$ cat src/rtl/ep2t_pkg.sv
package ep2t_pkg;

    localparam int TAB_LEN = 24;
    localparam int AW = 34;  // CORDIC datapath width, Q.30 plus headroom

    localparam logic signed [AW-1:0] Q30_ONE     = 34'sd1073741824;
    localparam logic signed [AW-1:0] Q30_PI      = 34'sd3373259426;
    localparam logic signed [AW-1:0] Q30_HALF_PI = 34'sd1686629713;
    localparam logic signed [AW-1:0] CORDIC_GAIN = 34'sd652032874;

    // Pose after the CORDIC stage: sines and cosines in Q.30, position as given.
    typedef struct packed {
        logic signed [31:0] sx;
        logic signed [31:0] cx;
        logic signed [31:0] sy;
        logic signed [31:0] cy;
        logic signed [31:0] sz;
        logic signed [31:0] cz;
        logic signed [31:0] px;
        logic signed [31:0] py;
        logic signed [31:0] pz;
    } trig_t;

    function automatic logic signed [AW-1:0] atan_lut(input logic [4:0] i);
        logic signed [AW-1:0] r;
        case (i)
            5'd0:  r = 34'sd843314856;
            5'd1:  r = 34'sd497837829;
            5'd2:  r = 34'sd263043836;
            5'd3:  r = 34'sd133525158;
            5'd4:  r = 34'sd67021686;
            5'd5:  r = 34'sd33543515;
            5'd6:  r = 34'sd16775850;
            5'd7:  r = 34'sd8388437;
            5'd8:  r = 34'sd4194282;
            5'd9:  r = 34'sd2097149;
            5'd10: r = 34'sd1048575;
            5'd11: r = 34'sd524287;
            5'd12: r = 34'sd262143;
            5'd13: r = 34'sd131071;
            5'd14: r = 34'sd65535;
            5'd15: r = 34'sd32767;
            5'd16: r = 34'sd16383;
            5'd17: r = 34'sd8191;
            5'd18: r = 34'sd4095;
            5'd19: r = 34'sd2047;
            5'd20: r = 34'sd1023;
            5'd21: r = 34'sd511;
            5'd22: r = 34'sd255;
            5'd23: r = 34'sd127;
            default: r = '0;
        endcase
        return r;
    endfunction

    // Q.30 product, rounded half up.
    function automatic logic signed [31:0] qmul(input logic signed [31:0] a,
                                                input logic signed [31:0] b);
        logic signed [63:0] p;
        p = 64'(a) * 64'(b) + 64'sd536870912;
        return 32'(p >>> 30);
    endfunction

    // Q.30 to Q16.16 with rounding.
    function automatic logic [31:0] to_q16(input logic signed [33:0] v);
        logic signed [33:0] t;
        t = v + 34'sd8192;
        return 32'(t >>> 14);
    endfunction

endpackage

$ cat src/rtl/ep2t_fifo.sv
// Short queue between the CORDIC front and the matrix back end.
module ep2t_fifo (
    input  logic              aclk,
    input  logic              aresetn,
    input  logic              in_valid,
    output logic              in_ready,
    input  ep2t_pkg::trig_t   in_data,
    output logic              out_valid,
    input  logic              out_ready,
    output ep2t_pkg::trig_t   out_data
);
    import ep2t_pkg::*;

    trig_t      mem_reg [2];
    logic       wp_reg, rp_reg;
    logic [1:0] cnt_reg;
    logic       wr, rd;

    assign in_ready  = cnt_reg != 2'd2;
    assign out_valid = cnt_reg != 2'd0;
    assign out_data  = mem_reg[rp_reg];
    assign wr = in_valid && in_ready;
    assign rd = out_valid && out_ready;

    always_ff @(posedge aclk) begin
        if (!aresetn) begin
            wp_reg <= 1'b0;
            rp_reg <= 1'b0;
            cnt_reg <= '0;
        end else begin
            if (wr) wp_reg <= !wp_reg;
            if (rd) rp_reg <= !rp_reg;
            cnt_reg <= cnt_reg + 2'(wr) - 2'(rd);
        end
    end

    always_ff @(posedge aclk) begin
        if (wr) mem_reg[wp_reg] <= in_data;
    end
endmodule

$ cat config.mk
export PLATFORM = sky130hd
export DESIGN_NAME = ep2t_fifo
export DESIGN_NICKNAME = d
export VERILOG_FILES = /design/src/rtl/ep2t_pkg.sv /design/src/rtl/ep2t_fifo.sv
export SDC_FILE = /design/constraint.sdc
export NUM_CORES = 1
export LEC_CHECK = 0
export BUFFER_PORTS_ARGS = -buffer_cell sky130_fd_sc_hd__buf_2
export CORE_AREA = 2 2 225 227
export DETAILED_ROUTE_END_ITERATION = 16
export DIE_AREA = 0 0 227 229
export GPL_TIMING_DRIVEN = 0
export PLACE_DENSITY_LB_ADDON = 0.15
export SYNTH_ARGS = -nofsm -noshare
export SYNTH_HDL_FRONTEND = slang
export SYNTH_SLANG_ARGS = --single-unit
$ cat constraint.sdc
create_clock -name aclk -period 10.3 [get_ports aclk]
set_input_delay 1.03 -clock aclk [delete_from_list [all_inputs] [get_ports aclk]]
set_output_delay 1.03 -clock aclk [all_outputs]
set_load 0.005 [all_outputs]
* After elaboration in Yosys (flattened, before gate mapping)
Memories as Yosys holds them, arrays and structs flattened. A register that Yosys moved wholly into a read port is not among the register bits.
Cells that the tools add are included.
** Storage, ports and cells
- Bits in registers :: 4
- Latch bits :: 0
- RAM bits :: 576
- ROM bits :: 0
- Output and inout bits :: 290
- Memories :: 1
** Memories
- mem_reg :: depth 2, bits a word 288, read ports 1, clocked after memory_dff 1, wr ports 1, RTL line ep2t_fifo.sv:14 : trig_t mem_reg [2];
** Operators by class
- $add $sub $neg :: 2
- Multiply operators :: 0
- Divide/modulo/power cells :: 0
- Order comparisons :: 0
- Eq/ne operators :: 1
- Shift-type cells :: 0
- Muxes and demuxes :: 4
- Bitwise operators :: 0
- Reduce and logical (&&, ||, !) cells :: 5
** Operators by type and width (count)
- 1-bit two-way mux :: 4
- 2-bit by 1-bit adder with 2-bit output :: 1
- 1-bit logical AND :: 2
- 1-bit logical NOT :: 2
- 2-bit != test (second input constant) :: 1
- 2-bit nonzero test :: 1
- 2-bit by 1-bit subtractor with 2-bit output :: 1

* Longest topological paths before layout
- Depth in word-level cells :: 4
- Depth in mapped cells :: 6
- Depth with buffers taken out :: 6

* Worst setup path after synthesis
Ideal clock, no wire load.
- Kind :: input -> register
- Start :: input in_valid
- End :: memory mem_reg[1][0] in the netlist's numbering (enable)
- Library setup time :: 0.688 ns
- Data arrival time :: 7.632 ns
- Required time :: 9.612 ns
- Slack :: 1.980 ns
- Stages :: 1
- Buffers on the path :: 0
- Cell sequence :: and3_1
** On the way
- Word-level cells in the longest chain between the ends :: 3
** Ends and longest elaborated chain
- from (decl) :: RTL line ep2t_fifo.sv:5 : input logic in_valid,
- 1-bit logical AND :: RTL line ep2t_fifo.sv:22 : assign wr = in_valid && in_ready;
- 1-bit two-way mux :: RTL line ep2t_fifo.sv:38 : if (wr) mem_reg[wp_reg] <= in_data;
- 1-bit two-way mux (implied by the code) :: RTL line ep2t_fifo.sv:38
- to (decl) :: RTL line ep2t_fifo.sv:14
No other way between the ends.

==> out/metrics.cfg <==
[synthesis]
yosysWarnings = 0
yosys.area_share.simple_pct = 0.395
synth_top_family_by_area = multiplexers
synthDistinctLibCells = 25
ys.flop_type = edfxtp_1
synth-edff-count = 576
avgSynthCellArea_um2 = 23.6
synthArstFlopShare_pct = 0
synth_compound_area_share_pct = 0.200
muxShareOfSynthArea_pct = 18.3
syn_inst = 926
yosysSeqAreaShare_pct = 79.5
synth_seq_cells = 581
synth_top_area_cell = edfxtp_1
synthXorXnorAreaFrac_pct = 0.0400
synth_fa_ha_area_share_pct = 0.0572
yosys-top-cells-area = edfxtp_1 79%, mux2_4 14%, mux2_2 4.5%
synth_nets = 1219
netlist_area_mm2 = 0.0219
yosysTopAreaCellShare_pct = 79.1

[min_path]
holdPathStages = 2
min_path_type = reg2reg
min-delay-start = rp_reg$_SDFFE_PN0P_

[layout]
largest_reg_flops = 576
fillCellCount = 3990
nNetsFinal = 1869
final_cell_mix = 587 x buf_2, 576 x edfxtp_1, 201 x mux2_4
register_area_mm2 = 0.0174
drive_gt1_share_pct = 61.4
multiInputGateArea_mm2 = 0.00415
syn_to_final_growth_pct = 26.6
final_common_cell = buf_2
finalCoreUtilization_pct = 55.8

[floorplanning]
die_h_um = 229
dieArea_mm2 = 0.0520
die_w_um = 227
rows = 82
io_pins = 582
start_util_pct = 44.1
coreArea_mm2 = 0.0497

[route]
wl_per_cell_um = 21.4
drtIter0Drc = 644
post-route-drc-count = 0
routed_via_density = 4.74
ant_nets = 0
drt-pass1-iter-count = 4
routed-via-count = 11000
wirelength_um = 49500

[critical_path]
crit_fanout = 10
crit_family = buffers and inverters
slowest_stage = dfxtp_1
crit_path_end_kind = primary output
cp_num_buf_inv = 4
path_common_cell = buf_6
crit_required_ns = 9.27
crit_type = reg2out
ff2ff_setup_slack_ns = 7.80
critPathMaxStageDelay_ns = 0.32
cp-start-kind = register
reg2reg_from = cnt_reg[0]$_SDFF_PN0_
reg2reg_depth = 4
worst-path-stages = 5
worstPathArrival_ns = 2.04
crit_chain = buf_6 > buf_6 > buf_6 > mux2_4 > buf_2

[grt]
grt_pass1_wl_um = 70600
grt_util_all_layers_pct = 18.5
grt_max_degree = 116
grt.overflow.total = 0
grt_pass1_vias = 11600
antenna_found_initial = 23

[clocking]
clk_pin_slew_worst_paths_ns = 0.06
h-tree-depth = 2
post-cts-setup-buffers = 0
ctsHoldBuffers = 0
cts.sinks = 581
clock_latency_ns = 0.61
cts_buffers = 60
ctsResizeCount = 0
clockRootBuffer = clkbuf_16
cts.path.max_buffers = 3
cts_tree = yes

[power]
power_w = 0.00629
p_leak_nw = 10.7
vdd_ir_drop_max_v = 0.000146
power_density_mw_per_mm2 = 227

[placed_design]
port_buffers = 581
gp_congestion = 0.760
dpl.hpwl_um = 35100

[timing]
min_period_ns = 3.07
clock_skew_ns = 0.0228
fin_hold_ws_ns = 0.507
period_share_pct = 29.8
setup_viol = 0
rsz0062_at_grt = false
slew_viol_final = 0
setup_tns_ns = 0
relSlewSlack_pct = 46.4
worst_pin_slew_ns = 0.804
fmax_mhz = 325
hold_viol_final = 0

[run_status]
status = finished, final reports clean

[job]
maxCapViolations = 0

[tightest hold or removal path, cell delays in order (launching register included)]
cell     delay (ns)
dfxtp_1        0.32
xor2_1         0.08
nor2_1         0.07
[worst paths after layout]
kind	to
max reg2reg	mem_reg[0][93]$_DFFE_PP_
max	out_data[173]
min	rp_reg$_SDFFE_PN0P_
min reg2reg	rp_reg$_SDFFE_PN0P_
[metal layers]
layer  GRT usage (%)  up-vias  wire (um)
met2            32.2      375      25500
met3            8.49       98       5000
met5               0        -        116
met1            19.7     5418      17600
met4            6.27       18       1340
li1                -     5042          -
[cells in the mapped netlist (2+ instances only)]
cell / count
and3_1: 2
buf_2: 6
buf_6: 26
dfxtp_1: 5
edfxtp_1: 576
inv_1: 2
mux2_2: 87
mux2_4: 201
nor2_1: 4
o21ai_0: 2
[stage by stage]
step	worst slack, ns	instance area, um2	cells
floorplan	1.98	21900	926
global placement	-2.36	25600	2179
detailed placement	7.27	25800	2186
CTS	7.15	27700	2297
global route	7.15	27700	2306
finish	7.23	27700	2310
[where the power goes]
part           switching, W  internal, W  total [W]  leakage (nW)
registers         0.0000514      0.00287    0.00292          5.43
clock network      0.000865      0.00116    0.00202         0.909
logic              0.000632     0.000711    0.00134          4.37
total               0.00155      0.00474    0.00629          10.7
[final cells by class]
type	count	share of cell area, %
clock inverters	37	0.953
inverters	2	0.0542
repair buffers	588	11.2
flip-flops and latches	581	62.8
diodes	13	0.117
multi-input cells	311	15.0
well taps	672	3.04
clock buffers	74	5.69
plain buffers	32	1.17
[cells by family after synthesis]
logic type,Yosys count
AND/OR/NAND/NOR,15
multiplexers,288
flip-flops,581
XOR/XNOR,1
buffers and inverters,34
AO/OA/AOI/OAI,6
adder cells (fa/ha/maj),1
Power figures use the tool's default switching activity.
